**src/rtl/svs_pkg.sv**
```systemverilog
// Shared types and constants for the stepped voltage seek block.
package svs_pkg;

  localparam int SAMPLE_W = 12;
  localparam int MV_W = 14;
  localparam int STEP_W = 2;
  localparam int CFG_IDX_W = 2;

  localparam int DIVIDER_GAIN_DEF = 4;

  localparam logic ACTION_START = 1'b0;
  localparam logic ACTION_SAMPLE = 1'b1;

  localparam logic [STEP_W-1:0] CMD_NONE = 2'd0;
  localparam logic [STEP_W-1:0] CMD_UP = 2'd1;
  localparam logic [STEP_W-1:0] CMD_DOWN = 2'd2;

  localparam logic [CFG_IDX_W-1:0] REG_TARGET = 2'd0;
  localparam logic [CFG_IDX_W-1:0] REG_PRESET_HIGH = 2'd1;
  localparam logic [CFG_IDX_W-1:0] REG_PRESET_LOW = 2'd2;

  localparam logic [MV_W-1:0] MV_MAX = 14'd16383;
  localparam logic [MV_W-1:0] TARGET_MIN_MV = 14'd2000;
  localparam logic [MV_W-1:0] TARGET_MAX_MV = 14'd9200;
  localparam logic [MV_W-1:0] SETTLE_LOW_MV = 14'd2200;
  localparam logic [MV_W-1:0] SETTLE_HIGH_MV = 14'd9000;
  localparam logic [MV_W-1:0] PRESET_HIGH_RST = 14'd9000;
  localparam logic [MV_W-1:0] PRESET_LOW_RST = 14'd2000;

  typedef struct packed {
    logic                action;
    logic [SAMPLE_W-1:0] sample_mv;
  } in_word_t;

  typedef struct packed {
    logic [STEP_W-1:0] step_cmd;
    logic              done_res;
    logic              status;
    logic [MV_W-1:0]   final_mv;
  } out_word_t;

  typedef struct packed {
    logic [MV_W-1:0] target_mv;
    logic [MV_W-1:0] preset_high_mv;
    logic [MV_W-1:0] preset_low_mv;
  } cfg_t;

endpackage

```
**src/rtl/svs_in_if.sv**
```systemverilog
// Input channel: start or converter sample words.
interface svs_in_if;
  logic                         valid;
  logic                         ready;
  logic                         action;
  logic [svs_pkg::SAMPLE_W-1:0] sample_mv;

  modport source (output valid, action, sample_mv, input ready);
  modport sink (input valid, action, sample_mv, output ready);
endinterface

```
**src/rtl/svs_out_if.sv**
```systemverilog
// Result channel: step command and run status words.
interface svs_out_if;
  logic                       valid;
  logic                       ready;
  logic [svs_pkg::STEP_W-1:0] step_cmd;
  logic                       done_res;
  logic                       status;
  logic [svs_pkg::MV_W-1:0]   final_mv;

  modport source (output valid, step_cmd, done_res, status, final_mv, input ready);
  modport sink (input valid, step_cmd, done_res, status, final_mv, output ready);
endinterface

```
**src/rtl/svs_cfg_if.sv**
```systemverilog
// Configuration write channel: register index and write data.
interface svs_cfg_if;
  logic                          valid;
  logic                          ready;
  logic [svs_pkg::CFG_IDX_W-1:0] index;
  logic [svs_pkg::MV_W-1:0]      data;

  modport source (output valid, index, data, input ready);
  modport sink (input valid, index, data, output ready);
endinterface

```
**src/rtl/stepped_voltage_seek.sv**
```systemverilog
// Stepped voltage seek top level: input register, seek sequencer, result register.
// Each input word (a start or one converter sample in mV) yields exactly one result
// word with a potentiometer step command, a done flag, an error status and the
// settled output voltage. The sample is scaled by DIVIDER_GAIN to the output
// voltage. One word is accepted every clock cycle while results are taken. The word
// waits in the input register; the combinational seek decision, with its phase
// and error registers, then loads the result register, which drives out_ch.
// While a result waits on out_ch.ready the input register still takes one more
// word, then in_ch.ready drops until the result is taken.
// Configuration words on cfg_ch are taken every cycle and should be written only
// while no word is in flight.
module stepped_voltage_seek #(
  parameter int DIVIDER_GAIN = svs_pkg::DIVIDER_GAIN_DEF
) (
  input logic       clk,
  input logic       rst_n,
  svs_in_if.sink    in_ch,
  svs_out_if.source out_ch,
  svs_cfg_if.sink   cfg_ch
);

  logic               stg_valid_r, stg_valid_nxt;
  svs_pkg::in_word_t  stg_word_r;
  logic               out_valid_r, out_valid_nxt;
  svs_pkg::out_word_t out_word_r;
  svs_pkg::out_word_t res;
  svs_pkg::cfg_t      cfg;
  logic               adv;
  logic               acc;

  svs_cfg_regs u_cfg (
    .clk    (clk),
    .rst_n  (rst_n),
    .cfg_ch (cfg_ch),
    .cfg    (cfg)
  );

  svs_core #(
    .DIVIDER_GAIN (DIVIDER_GAIN)
  ) u_core (
    .clk   (clk),
    .rst_n (rst_n),
    .en    (adv),
    .item  (stg_word_r),
    .cfg   (cfg),
    .res   (res)
  );

  assign adv = stg_valid_r && (!out_valid_r || out_ch.ready);
  assign in_ch.ready = !stg_valid_r || adv;
  assign acc = in_ch.valid && in_ch.ready;

  always_comb begin
    stg_valid_nxt = stg_valid_r;
    if (acc) begin
      stg_valid_nxt = 1'b1;
    end else if (adv) begin
      stg_valid_nxt = 1'b0;
    end
    out_valid_nxt = out_valid_r;
    if (adv) begin
      out_valid_nxt = 1'b1;
    end else if (out_ch.ready) begin
      out_valid_nxt = 1'b0;
    end
  end

  always_ff @(posedge clk) begin
    if (!rst_n) begin
      stg_valid_r <= 1'b0;
      out_valid_r <= 1'b0;
    end else begin
      stg_valid_r <= stg_valid_nxt;
      out_valid_r <= out_valid_nxt;
    end
  end

  always_ff @(posedge clk) begin
    if (acc) begin
      stg_word_r.action <= in_ch.action;
      stg_word_r.sample_mv <= in_ch.sample_mv;
    end
    if (adv) begin
      out_word_r <= res;
    end
  end

  assign out_ch.valid = out_valid_r;
  assign out_ch.step_cmd = out_word_r.step_cmd;
  assign out_ch.done_res = out_word_r.done_res;
  assign out_ch.status = out_word_r.status;
  assign out_ch.final_mv = out_word_r.final_mv;

`ifndef SYNTHESIS
  a_status_implies_done: assert property (@(posedge clk) disable iff (!rst_n)
    out_valid_r && out_word_r.status |-> out_word_r.done_res)
    else $error("error status without done");

  a_final_only_when_done: assert property (@(posedge clk) disable iff (!rst_n)
    out_valid_r && !out_word_r.done_res |-> out_word_r.final_mv == '0)
    else $error("final voltage reported before done");

  a_stage_drains: assert property (@(posedge clk) disable iff (!rst_n)
    stg_valid_r && !out_valid_r |=> out_valid_r)
    else $error("staged word not moved to result register");
`endif

endmodule

```
**src/rtl/svs_cfg_regs.sv**
```systemverilog
// Configuration register file: target and preset thresholds.
module svs_cfg_regs (
  input  logic          clk,
  input  logic          rst_n,
  svs_cfg_if.sink       cfg_ch,
  output svs_pkg::cfg_t cfg
);

  svs_pkg::cfg_t cfg_r;
  svs_pkg::cfg_t cfg_nxt;

  assign cfg_ch.ready = 1'b1;
  assign cfg = cfg_r;

  always_comb begin
    cfg_nxt = cfg_r;
    if (cfg_ch.valid) begin
      case (cfg_ch.index)
        svs_pkg::REG_TARGET: cfg_nxt.target_mv = cfg_ch.data;
        svs_pkg::REG_PRESET_HIGH: cfg_nxt.preset_high_mv = cfg_ch.data;
        svs_pkg::REG_PRESET_LOW: cfg_nxt.preset_low_mv = cfg_ch.data;
        default: cfg_nxt = cfg_r;
      endcase
    end
  end

  always_ff @(posedge clk) begin
    if (!rst_n) begin
      cfg_r.target_mv <= '0;
      cfg_r.preset_high_mv <= svs_pkg::PRESET_HIGH_RST;
      cfg_r.preset_low_mv <= svs_pkg::PRESET_LOW_RST;
    end else begin
      cfg_r <= cfg_nxt;
    end
  end

endmodule

```
**src/rtl/svs_core.sv**
```systemverilog
// Seek sequencer: run phase, stored error and the per-word decision.
module svs_core #(
  parameter int DIVIDER_GAIN = svs_pkg::DIVIDER_GAIN_DEF
) (
  input  logic               clk,
  input  logic               rst_n,
  input  logic               en,
  input  svs_pkg::in_word_t  item,
  input  svs_pkg::cfg_t      cfg,
  output svs_pkg::out_word_t res
);

  localparam int V_W = svs_pkg::SAMPLE_W + $clog2(DIVIDER_GAIN + 1);
  localparam int CMP_W = (V_W > svs_pkg::MV_W) ? V_W : svs_pkg::MV_W + 1;

  localparam logic [2:0] PH_IDLE = 3'd0;
  localparam logic [2:0] PH_PRE_DOWN = 3'd1;
  localparam logic [2:0] PH_PRE_UP = 3'd2;
  localparam logic [2:0] PH_SEEK_PRE = 3'd3;
  localparam logic [2:0] PH_SEEK_POST = 3'd4;
  localparam logic [2:0] PH_FINAL = 3'd5;

  logic [2:0]              phase_r, phase_nxt;
  logic [svs_pkg::MV_W-1:0] prior_err_r, prior_err_nxt;
  logic                    moved_up_r, moved_up_nxt;

  logic [V_W-1:0]          v;
  logic [CMP_W-1:0]        vx, tx, hx, lx, diff;
  logic [svs_pkg::MV_W-1:0] err, v_sat;
  logic                    check;

  assign v = V_W'(item.sample_mv) * V_W'(DIVIDER_GAIN);
  assign vx = CMP_W'(v);
  assign tx = CMP_W'(cfg.target_mv);
  assign hx = CMP_W'(cfg.preset_high_mv);
  assign lx = CMP_W'(cfg.preset_low_mv);
  assign diff = (tx > vx) ? tx - vx : vx - tx;
  assign err = (diff > CMP_W'(svs_pkg::MV_MAX)) ? svs_pkg::MV_MAX : diff[svs_pkg::MV_W-1:0];
  assign v_sat = (vx > CMP_W'(svs_pkg::MV_MAX)) ? svs_pkg::MV_MAX : vx[svs_pkg::MV_W-1:0];

  always_comb begin
    res = '0;
    res.step_cmd = svs_pkg::CMD_NONE;
    check = 1'b0;
    phase_nxt = phase_r;
    prior_err_nxt = prior_err_r;
    moved_up_nxt = moved_up_r;
    if (item.action == svs_pkg::ACTION_START) begin
      phase_nxt = PH_PRE_DOWN;
    end else begin
      case (phase_r)
        PH_PRE_DOWN: begin
          if (vx > hx) begin
            res.step_cmd = svs_pkg::CMD_DOWN;
          end else if (vx < lx) begin
            res.step_cmd = svs_pkg::CMD_UP;
            phase_nxt = PH_PRE_UP;
          end else begin
            check = 1'b1;
          end
        end
        PH_PRE_UP: begin
          if (vx < lx) begin
            res.step_cmd = svs_pkg::CMD_UP;
          end else begin
            check = 1'b1;
          end
        end
        PH_SEEK_PRE: begin
          prior_err_nxt = err;
          if (vx < tx) begin
            res.step_cmd = svs_pkg::CMD_UP;
            moved_up_nxt = 1'b1;
          end else begin
            res.step_cmd = svs_pkg::CMD_DOWN;
            moved_up_nxt = 1'b0;
          end
          phase_nxt = PH_SEEK_POST;
        end
        PH_SEEK_POST: begin
          if (prior_err_r < err) begin
            res.step_cmd = moved_up_r ? svs_pkg::CMD_DOWN : svs_pkg::CMD_UP;
            phase_nxt = PH_FINAL;
          end else if (prior_err_r == err && vx < CMP_W'(svs_pkg::SETTLE_HIGH_MV)
                       && vx > CMP_W'(svs_pkg::SETTLE_LOW_MV)) begin
            phase_nxt = PH_FINAL;
          end else begin
            phase_nxt = PH_SEEK_PRE;
          end
        end
        PH_FINAL: begin
          res.done_res = 1'b1;
          res.final_mv = v_sat;
          phase_nxt = PH_IDLE;
        end
        default: phase_nxt = PH_IDLE;
      endcase
    end
    if (check) begin
      if (cfg.target_mv > svs_pkg::TARGET_MAX_MV || cfg.target_mv < svs_pkg::TARGET_MIN_MV) begin
        res.done_res = 1'b1;
        res.status = 1'b1;
        phase_nxt = PH_IDLE;
      end else begin
        phase_nxt = PH_SEEK_PRE;
      end
    end
  end

  always_ff @(posedge clk) begin
    if (!rst_n) begin
      phase_r <= PH_IDLE;
      prior_err_r <= '0;
      moved_up_r <= 1'b0;
    end else if (en) begin
      phase_r <= phase_nxt;
      prior_err_r <= prior_err_nxt;
      moved_up_r <= moved_up_nxt;
    end
  end

`ifndef SYNTHESIS
  a_start_enters_preset: assert property (@(posedge clk) disable iff (!rst_n)
    en && item.action == svs_pkg::ACTION_START |=> phase_r == PH_PRE_DOWN)
    else $error("start word did not enter preset stage");

  a_pre_goes_post: assert property (@(posedge clk) disable iff (!rst_n)
    en && item.action == svs_pkg::ACTION_SAMPLE && phase_r == PH_SEEK_PRE
    |=> phase_r == PH_SEEK_POST)
    else $error("pre-step sample did not advance to post-step");

  a_idle_quiet: assert property (@(posedge clk) disable iff (!rst_n)
    en && item.action == svs_pkg::ACTION_SAMPLE && phase_r == PH_IDLE
    |-> res.step_cmd == svs_pkg::CMD_NONE && !res.done_res && !res.status)
    else $error("sample while idle produced activity");
`endif

endmodule

```
**src/flat_wrapper.sv**
```systemverilog
// flat-port wrapper written by rule: the top's interface ports become plain ports
module stepped_voltage_seek_flat 
#(
  parameter int DIVIDER_GAIN = svs_pkg::DIVIDER_GAIN_DEF
)
  (clk, rst_n, in_ch_valid, in_ch_action, in_ch_sample_mv, in_ch_ready, out_ch_valid, out_ch_step_cmd, out_ch_done_res, out_ch_status, out_ch_final_mv, out_ch_ready, cfg_ch_valid, cfg_ch_index, cfg_ch_data, cfg_ch_ready);
  svs_in_if in_ch_i ();
  svs_out_if out_ch_i ();
  svs_cfg_if cfg_ch_i ();
  input logic clk;
  input logic rst_n;
  input wire logic [$bits(in_ch_i.valid)-1:0] in_ch_valid;
  input wire logic [$bits(in_ch_i.action)-1:0] in_ch_action;
  input wire logic [$bits(in_ch_i.sample_mv)-1:0] in_ch_sample_mv;
  output wire logic [$bits(in_ch_i.ready)-1:0] in_ch_ready;
  output wire logic [$bits(out_ch_i.valid)-1:0] out_ch_valid;
  output wire logic [$bits(out_ch_i.step_cmd)-1:0] out_ch_step_cmd;
  output wire logic [$bits(out_ch_i.done_res)-1:0] out_ch_done_res;
  output wire logic [$bits(out_ch_i.status)-1:0] out_ch_status;
  output wire logic [$bits(out_ch_i.final_mv)-1:0] out_ch_final_mv;
  input wire logic [$bits(out_ch_i.ready)-1:0] out_ch_ready;
  input wire logic [$bits(cfg_ch_i.valid)-1:0] cfg_ch_valid;
  input wire logic [$bits(cfg_ch_i.index)-1:0] cfg_ch_index;
  input wire logic [$bits(cfg_ch_i.data)-1:0] cfg_ch_data;
  output wire logic [$bits(cfg_ch_i.ready)-1:0] cfg_ch_ready;
  assign in_ch_i.valid = in_ch_valid;
  assign in_ch_i.action = in_ch_action;
  assign in_ch_i.sample_mv = in_ch_sample_mv;
  assign in_ch_ready = in_ch_i.ready;
  assign out_ch_valid = out_ch_i.valid;
  assign out_ch_step_cmd = out_ch_i.step_cmd;
  assign out_ch_done_res = out_ch_i.done_res;
  assign out_ch_status = out_ch_i.status;
  assign out_ch_final_mv = out_ch_i.final_mv;
  assign out_ch_i.ready = out_ch_ready;
  assign cfg_ch_i.valid = cfg_ch_valid;
  assign cfg_ch_i.index = cfg_ch_index;
  assign cfg_ch_i.data = cfg_ch_data;
  assign cfg_ch_ready = cfg_ch_i.ready;
  stepped_voltage_seek #(.DIVIDER_GAIN(DIVIDER_GAIN)) u_core (.clk(clk), .rst_n(rst_n), .in_ch(in_ch_i), .out_ch(out_ch_i), .cfg_ch(cfg_ch_i));
endmodule
```
**config.mk**
```make
export PLATFORM = sky130hd
export DESIGN_NAME = stepped_voltage_seek_flat
export DESIGN_NICKNAME = d
export VERILOG_FILES = /design/src/rtl/svs_pkg.sv /design/src/rtl/svs_in_if.sv /design/src/rtl/svs_out_if.sv /design/src/rtl/svs_cfg_if.sv /design/src/rtl/stepped_voltage_seek.sv /design/src/rtl/svs_cfg_regs.sv /design/src/rtl/svs_core.sv /design/src/flat_wrapper.sv
export SDC_FILE = /design/constraint.sdc
export NUM_CORES = 1
export LEC_CHECK = 0
export BUFFER_PORTS_ARGS = -buffer_cell sky130_fd_sc_hd__buf_4
export CAP_MARGIN = 10
export CORE_MARGIN = 2
export CORE_UTILIZATION = 40
export CTS_CLUSTER_DIAMETER = 80
export DETAILED_ROUTE_END_ITERATION = 10
export PLACE_DENSITY = 0.58
export SLEW_MARGIN = 10
export SYNTH_ARGS = -nofsm -noshare
export SYNTH_HDL_FRONTEND = slang
export SYNTH_SLANG_ARGS = --single-unit
```
**constraint.sdc**
```tcl
create_clock -name clk -period 10.93 [get_ports clk]
set_input_delay 0.5465 -clock clk [delete_from_list [all_inputs] [get_ports clk]]
set_output_delay 0.5465 -clock clk [all_outputs]
set_load 0.05 [all_outputs]
```
# [Yosys cells after proc, flatten, opt, wreduce, memory -nomap -nowiden]
# Cells that the tools add are included.
[word_totals] in_bits=34 register_bits=93
[classes] eq_ne=11 muxes=30 addsub=2 order_cmp=11 n_reduce_logical=18
[ops] operator="14-bit < comparator" n=3
[ops] operator="14-bit by 14-bit subtractor with 15-bit output" n=2
[ops] operator="14-bit > comparator" n=2
[ops] operator="14-bit > comparator, second input constant" n=2
[ops] operator="14-bit 2-to-1 mux" n=2
[ops] operator="3-bit 2-to-1 mux" n=6
[ops] operator="15-bit by 14-bit > comparator with 1-bit output, second input constant" n=1
[ops] operator="15-bit 2-to-1 mux" n=1
[ops] operator="14-bit == test" n=1
[ops] operator="14-bit by 12-bit > comparator with 1-bit output, second input constant" n=1
[ops] operator="14-bit by 11-bit < comparator with 1-bit output, second input constant" n=1
[ops] operator="14-bit < comparator, second input constant" n=1
[ops] operator="2-bit 2-to-1 mux" n=7
[ops] operator="3-bit one-hot mux with 4 select lines" n=1
[ops] operator="1-bit 2-to-1 mux" n=11
[ops] operator="4-bit inequality test, second input constant" n=2
[ops] operator="2-bit one-hot mux with 4 select lines" n=1
[ops] operator="2-bit AND reduction" n=4
[ops] operator="3-bit by 2-bit == test with 1-bit output, second input constant" n=2
[ops] operator="3-bit == test, second input constant" n=2
[ops] operator="1-bit logical AND" n=4
[ops] operator="4-bit AND reduction" n=1
[ops] operator="2-bit nonzero test" n=2
[ops] operator="3-bit by 1-bit == test with 1-bit output, second input constant" n=1
[ops] operator="8 further kinds" n=11

# [Depth between registers and ports, before layout]
# Gate-level depths: netlist of run 1.
[logic_depth] ltp_word=12 depth_mapped=22 mapped_depth_nobuf=21

# [Cells and area by module]
# A second synthesis of run 1 with hierarchy kept.
[unflattened] hier_cells=637 hier_area_um2=6029.5
[modules_own_cells] module="svs_core" cells_each=429 instances=1 area_per_inst_um2=3271.9
[modules_own_cells] module="svs_cfg_regs" cells_each=168 instances=1 area_per_inst_um2=1722.9
[modules_own_cells] module="stepped_voltage_seek" cells_each=40 instances=1 area_per_inst_um2=1034.7

# [Worst setup path before layout of run 1]
# No wires, ideal clock.
[synth_path] kind="reg2reg" from="register u_core.stg_word_r[9] (netlist bit)" to="register u_core.u_core.phase_r[1]" required_ps=10844 path_stages_with_launch=21 setup_time_ps=86 slack_ps=6738 arrival_ps=4106 path_cell_list="edfxtp_1 > ha_1 > buf_6 > or3_1 > a21oi_2 > nor2_2 > and4b_1 > a2111o_1 > a31oi_4 > o31ai_2 > buf_6 > and2_1 > ha_1 > nand4_1 > nor3_1 > o41ai_1 > o211ai_1 > nand4b_1 > a211oi_1 > a21oi_1 > a211oi_1"
[synth_between] elab_chain_len=12 elab_cells_between_ends=27 classes_between="2 x add/sub; 7 x order compare; 4 x eq/ne; 11 x mux; 3 x reduce/logical"
[synth_rtl] item="from (decl)" line="stepped_voltage_seek.sv:23" rtl="svs_pkg::in_word_t stg_word_r;"
[synth_rtl] item="parallel branches: the longest is 12 deep, another holds 14-bit by 14-bit subtractor with 15-bit output"
[synth_rtl] item="to (signal assigned)" line="svs_core.sv:116" rtl="phase_r <= phase_nxt;"
[synth_rtl] item="to (decl)" line="svs_core.sv:23" rtl="logic [2:0] phase_r, phase_nxt;"
# Parallel ways; which one is timed is not known.
# A chain may end at the register's enable or synchronous reset.

# [Final worst setup path of run 1]
[layout_path] from="register u_core.stg_word_r[0] (netlist bit)" to="register u_core.u_core.phase_r[1]"
# The elaborated chain is that of the path after synthesis.

==> results.sh, run 1 <==
export IMPL_outcome="complete, no violations"
export IMPL_cts_setup_buffers=0
export IMPL_utilization=0.451
export IMPL_p_int_mw=0.607
export IMPL_synthTopCellsByArea="dfxtp_1, edfxtp_1, ha_1"
export IMPL_busiest_layer="met2"
export IMPL_die_y_um=127
export IMPL_clkPwrFrac=0.378
export IMPL_placed_cell_area_mm2=0.00647
export IMPL_pwr_share_comb=0.198
export IMPL_synth_top_area_frac=0.203
export IMPL_p_per_area_mw_per_mm2=129
export IMPL_grt_pass1_wl_um=25700
export IMPL_drt_pass1_iterations=5
export IMPL_hold_path_class="input port to flip-flop"
export IMPL_rsz0062_at_grt="false"
export IMPL_final_max_slew_violation_count=0
export IMPL_grt_overflow=0
export IMPL_wire_per_inst_um=17.5
export IMPL_cp_max_fo=10
export IMPL_slowest_stage="edfxtp_1"
export IMPL_clock_latency_ns=0.36
export IMPL_maxSlewHeadroom=0.302
export IMPL_arrival_ns=5.39
export IMPL_synth_async_reset_ratio=0
export IMPL_antenna_found_initial=0
export IMPL_multi_input_area_mm2=0.00350
export IMPL_finClkSkew_ns=0.00952
export IMPL_setup_worst_path_start_class="flip-flop"
export IMPL_leakagePower_nw=2.82
export IMPL_fill_cells=1486
export IMPL_hold_viol=0
export IMPL_cp_data_required_time_ns=11.21
export IMPL_wl_um=16200
export IMPL_die_x_um=127
export IMPL_cts_made_buffers=9
export IMPL_grt_start_max_net_pins=33
export IMPL_ctsRootBufferMaster="clkbuf_16"
export IMPL_htreeDepth=3
export IMPL_ys_top_cells_by_count="nand2_1, a21oi_1, ha_1"
export IMPL_clk_pin_slew_ns=0.07
export IMPL_ir_drop_uv=85.5
export IMPL_seq_area_frac_synth=0.346
export IMPL_cts_resized=0
export IMPL_grt_pass1_vias=4792
export IMPL_ys_types=81
export IMPL_whs_path_depth=1
export IMPL_ctsLongestPathBuffers=2
export IMPL_path_cells="ha_1 > inv_1 > fa_1 > a21o_1 > nand2_1 > a21oi_1 > o41ai_1 > mux2i_1 > a31oi_1 > o31ai_2 > buf_4 > and2_1 > ha_1 > a21o_1 > a21o_1 > a21oi_1 > o211ai_1 > nand4b_1 > a211oi_1 > a21oi_1 > a211oi_1"
export IMPL_grtUsageMet1=0.280
export IMPL_initial_core_util=0.406
export IMPL_drc=0
export IMPL_hold_ws_ns=0.352
export IMPL_p_sw_frac=0.307
export IMPL_maxCapViolations=0
export IMPL_antenna_cells=0
export IMPL_endpoint_kind="flip-flop"
export IMPL_grtUsageTotal=0.206
export IMPL_post_route_period_util=0.468
export IMPL_vias_per_cell=5.47
export IMPL_syn_inst=700
export IMPL_yosysWarningCount=0
export IMPL_globalRouteMet2Util=0.325
export IMPL_met3_usage=0.0431
export IMPL_syn_avg_cell_area_um2=8.71
export IMPL_rr_worst_depth=21
export IMPL_yosysTopAreaCell="dfxtp_1"
export IMPL_cts_sinks=91
export IMPL_dieArea_mm2=0.0163
export IMPL_tightest_slew_ns=1.03
export IMPL_cts_tree="built"
export IMPL_slowest_delay_ns=0.60
export IMPL_postRouteAntennaNets=0
export IMPL_fin_area_mm2=0.00678
export IMPL_place_congestion=0.908
export IMPL_rows=45
export IMPL_ctsHoldBuffers=0
export IMPL_pin_count=55
export IMPL_pwr_share_seq=0.424
export IMPL_io_buffers=51
export IMPL_yosysMostFrequentCell="nand2_1"
export IMPL_syn_area_mm2=0.00610
export IMPL_drive_gt1_frac=0.147
export IMPL_core_mm2=0.0150
export IMPL_synth_edff_count=29
export IMPL_min_period_ns=5.11
export IMPL_ys_seq_elements=91
export IMPL_p_total_mw=0.876
export IMPL_synthFlopType="dfxtp_1"
export IMPL_via_count=5043
export IMPL_drt_iter0_drc=252
export IMPL_dp_hpwl_um=12300
export IMPL_fmax_ghz=0.196
export IMPL_p_switching_mw=0.269
export IMPL_syn2layout_area_growth_pct=11.2
export IMPL_regArea_mm2=0.00211
export IMPL_finalSetupTns_ns=0
export IMPL_setup_viol=0
export IMPL_final_nets=827
export IMPL_critPathKind="flip-flop to flip-flop"
-- layout make-up --
| cell class | instances | share of cell area |
|---|---|---|
| clock inverters | 7 | 0.0120 |
| inverters | 58 | 0.0321 |
| well taps | 188 | 0.0347 |
| repair buffers | 55 | 0.0609 |
| clock buffers | 9 | 0.0332 |
| flip-flops and latches | 91 | 0.311 |
| multi-input cells | 514 | 0.516 |
-- kinds of logic (layout without fill, tap and decap cells) --
logic type      count (synthesis)  in the layout  share of synthesized area
compound gates                192            192                      0.224
xor+xnor                       11             11                     0.0158
fa+ha+maj                      64             64                      0.133
buf+inv                        96            129                     0.0814
flops                          91             91                      0.346
mux                             4              4                    0.00656
other cells                     2              3                    0.00123
simple gates                  240            240                      0.192
-- worst paths after layout --
check	slack [ns]	from	end
worst max register to register	5.82	u_core.stg_word_r[0]	u_core.u_core.phase_r[1]
worst max-delay path	5.82	u_core.stg_word_r[0]	u_core.u_core.phase_r[1]
worst min-delay path	0.35	in_ch_sample_mv[7]	u_core.stg_word_r[7]
worst min register to register	0.46	u_core.u_cfg.cfg[30]	u_core.u_cfg.cfg[30]
-- cell usage in the layout, fill, tap and decap left out, types with 16 or more instances in the layout --
master and count:
o211ai_1 16, nor3_1 18, edfxtp_1 29, a21o_1 18
o21ai_0 23, inv_1 57, ha_1 63, buf_4 55
a21oi_1 68, dfxtp_1 62, nor2_1 45, nand2_1 101
-- metrics by stage --
stage / cells / worst slack, ns
after floorplan: 701 / 6.74
after global placement: 905 / 5.59
after detailed placement: 905 / 5.44
after CTS: 921 / 5.41
after global routing: 922 / 5.46
final: 922 / 5.82
-- layer usage --
| metal | share of wire | vias to the layer above |
|---|---|---|
| met4 | 0.019 | 0 |
| met3 | 0.049 | 17 |
| met1 | 0.47 | 2378 |
| met5 | 0 | - |
| met2 | 0.46 | 117 |
| li1 | - | 2531 |
-- power by group through the flow --
stage | registers [mW] | logic (mW) | clock network, mW
3_5_place_dp | 0.379 | 0.171 | 0
5_1_grt | 0.373 | 0.192 | 0.350
2_1_floorplan | 0.383 | 0.122 | 0
3_3_place_gp | 0.379 | 0.170 | 0
6_report | 0.371 | 0.173 | 0.331
4_1_cts | 0.371 | 0.172 | 0.338
-- worst max-delay path, delay by kind of cell (launching register included) --
kind / cells / cell delay (ns)
compound gates: 12 / 2.60
fa+ha+maj: 3 / 0.95
flops: 1 / 0.60
simple gates: 3 / 0.43
buf+inv: 2 / 0.28
mux: 1 / 0.15
-- state kept, by name, indices dropped and copies added (netlist names) --
signal                     flops
u_core.u_core.prior_err_r     14
u_core.out_ch.done_res         1
u_core.out_ch.final_mv        12
u_core.u_core.phase_r          3
u_core.out_ch.valid            1
u_core.stg_word_r             13
u_core.u_core.moved_up_r       1
u_core.out_ch.status           1
u_core.out_ch.step_cmd         2
u_core.stg_valid_r             1
u_core.u_cfg.cfg              42
No activity file was read; power rests on OpenSTA's default activity.
==> run 2: changes to the inputs <==
Clock period 10.93 ns to 4.75 ns, I/O delays scaled along.
==> run 2 against run 1 <==
Compared with the run above:
- die area is the same
- sequential power rose by 130%
- via count increased by 3.0%
- first-iteration DRC count shrank 13%
- final cell count rose by 3.6%
- largest power group unchanged
- combinational power grew to 2.5 times the previous value
- non-clock buffer count up 33
- maximum frequency grew 13%
- critical path type unchanged
- hold slack worse by 0.30 ns
- core utilization rose by 2.1 points
- design area grew 4.6%
==> results.sh, run 2 (synthesized netlist as in run 1, its figures left out) <==
export IMPL_outcome="complete, no violations"
export IMPL_clkPwrFrac=0.370
export IMPL_largest_reg_flops=42
export IMPL_wire_per_inst_um=17.2
export IMPL_fmax_ghz=0.220
export IMPL_wl_um=16400
export IMPL_cp_max_fo=4
export IMPL_drc=0
export IMPL_met3_usage=0.0369
export IMPL_fin_cells=955
export IMPL_layout_common_cells="nand2_1, buf_4, a21oi_1"
export IMPL_rows=45
export IMPL_drt_iter0_drc=219
export IMPL_preCtsSetupSlack_ns=0.115
export IMPL_postRouteAntennaNets=0
export IMPL_setup_slack_ns=0.209
export IMPL_drive_gt1_frac=0.199
export IMPL_grtUsageTotal=0.203
export IMPL_vias_per_cell=5.44
export IMPL_ctsHoldBuffers=0
export IMPL_ir_drop_uv=230
export IMPL_dieArea_mm2=0.0163
export IMPL_antenna_found_initial=0
export IMPL_grt_start_max_net_pins=30
export IMPL_via_count=5194
export IMPL_clock_latency_ns=0.36
export IMPL_leakagePower_nw=2.98
export IMPL_grtUsageMet1=0.271
export IMPL_drt_pass1_iterations=5
export IMPL_cts_sinks=91
export IMPL_hold_viol=0
export IMPL_pwr_share_seq=0.417
export IMPL_dp_cells=937
export IMPL_fin_area_mm2=0.00709
export IMPL_die_y_um=127
export IMPL_regArea_mm2=0.00211
export IMPL_dp_hpwl_um=12900
export IMPL_grt_pass1_vias=4950
export IMPL_p_total_mw=2.04
export IMPL_pwr_share_comb=0.214
export IMPL_setup_worst_path_start_class="flip-flop"
export IMPL_cts_made_buffers=9
export IMPL_endpoint_kind="flip-flop"
export IMPL_critPathKind="flip-flop to flip-flop"
export IMPL_grt_pass1_wl_um=25600
export IMPL_finalSetupTns_ns=0
export IMPL_rsz0062_at_grt="true"
export IMPL_core_mm2=0.0150
export IMPL_maxSlewHeadroom=0.396
export IMPL_clk_pin_slew_ns=0.07
export IMPL_pin_count=55
export IMPL_multi_input_area_mm2=0.00356
export IMPL_globalRouteMet2Util=0.330
export IMPL_finClkSkew_ns=0.00859
export IMPL_htreeDepth=3
export IMPL_io_buffers=51
export IMPL_ctsLongestPathBuffers=2
export IMPL_place_congestion=0.905
export IMPL_layout_commonest_cell="nand2_1"
export IMPL_fill_cells=1479
export IMPL_grt_overflow=0
export IMPL_cts_tree="built"
export IMPL_p_switching_mw=0.619
export IMPL_setup_viol=0
export IMPL_p_sw_frac=0.304
export IMPL_maxCapViolations=0
export IMPL_ctsRootBufferMaster="clkbuf_16"
export IMPL_p_int_mw=1.42
export IMPL_syn2layout_area_growth_pct=16.3
export IMPL_hold_ws_ns=0.0534
export IMPL_p_per_area_mw_per_mm2=287
export IMPL_final_nets=860
export IMPL_final_max_slew_violation_count=0
export IMPL_placed_cell_area_mm2=0.00671
export IMPL_tightest_slew_ns=0.894
export IMPL_hold_path_class="input port to flip-flop"
export IMPL_arrival_ns=4.81
export IMPL_die_x_um=127
export IMPL_busiest_layer="met2"
export IMPL_post_route_period_util=0.956
export IMPL_min_period_ns=4.54
export IMPL_cp_data_required_time_ns=5.02
export IMPL_antenna_cells=0
export IMPL_initial_core_util=0.406
export IMPL_utilization=0.472
==> run 2: changes by cell type in the layout (fill, tap and decap cells not counted), sizes merged <==
cell / change
clkinv: +1
inv: -1
buf: +33
==> run 2: timing repair <==
| action | 4_1_cts | 5_1_grt |
|---|---|---|
| hold endpoints to repair | 0 | 0 |
| endpoints found under the setup margin | 0 | 3 |
| resized for setup | 0 | 14 |
| setup buffers | 0 | 2 |
==> run 2: worst paths after layout <==
path | end | cells past startpoint | from | slack (ns)
worst max register to register | u_core.u_core.phase_r[1] | 21 | u_core.stg_word_r[0] | 0.21
worst max-delay path | u_core.u_core.phase_r[1] | 21 | u_core.stg_word_r[0] | 0.21
worst min-delay path | u_core.stg_word_r[11] | 1 | in_ch_sample_mv[11] | 0.05
worst min register to register | u_core.u_cfg.cfg[30] | 2 | u_core.u_cfg.cfg[30] | 0.45
==> run 2: power by group through the flow <==
stage / combinational (mW) / sequential, mW / clock [mW]
global route: 0.479 / 0.852 / 0.801
finish: 0.436 / 0.849 / 0.753
floorplan: 0.282 / 0.880 / 0
CTS: 0.427 / 0.848 / 0.768
detailed placement: 0.425 / 0.866 / 0
global placement: 0.418 / 0.865 / 0
==> run 2: layout make-up <==
class,instances,area share
Clock buffer,9,0.0318
Sequential cell,91,0.298
Timing Repair Buffer,88,0.0931
Multi-Input combinational cell,514,0.501
Clock inverter,7,0.0120
Inverter,58,0.0307
Tap cell,188,0.0332
==> run 2: critical path, stage by stage (launching register included) <==
cell      delay (ns)
edfxtp_1        0.51
ha_2            0.24
inv_1           0.05
fa_2            0.35
a21o_1          0.19
nand2_1         0.13
a21oi_2         0.09
o41ai_2         0.34
buf_4           0.17
mux2i_1         0.06
a31oi_1         0.14
buf_4           0.18
o32ai_1         0.11
a21bo_2         0.23
ha_1            0.29
nand4_1         0.14
buf_4           0.17
o211ai_1        0.35
nand4b_1        0.17
a211oi_2        0.23
a21oi_2         0.06
a211oi_2        0.25
==> run 2: per-layer routing <==
layer | vias to the layer above | share of wire
met3 | 25 | 0.053
li1 | 2601 | -
met5 | - | 0
met1 | 2435 | 0.46
met2 | 133 | 0.46
met4 | 0 | 0.023
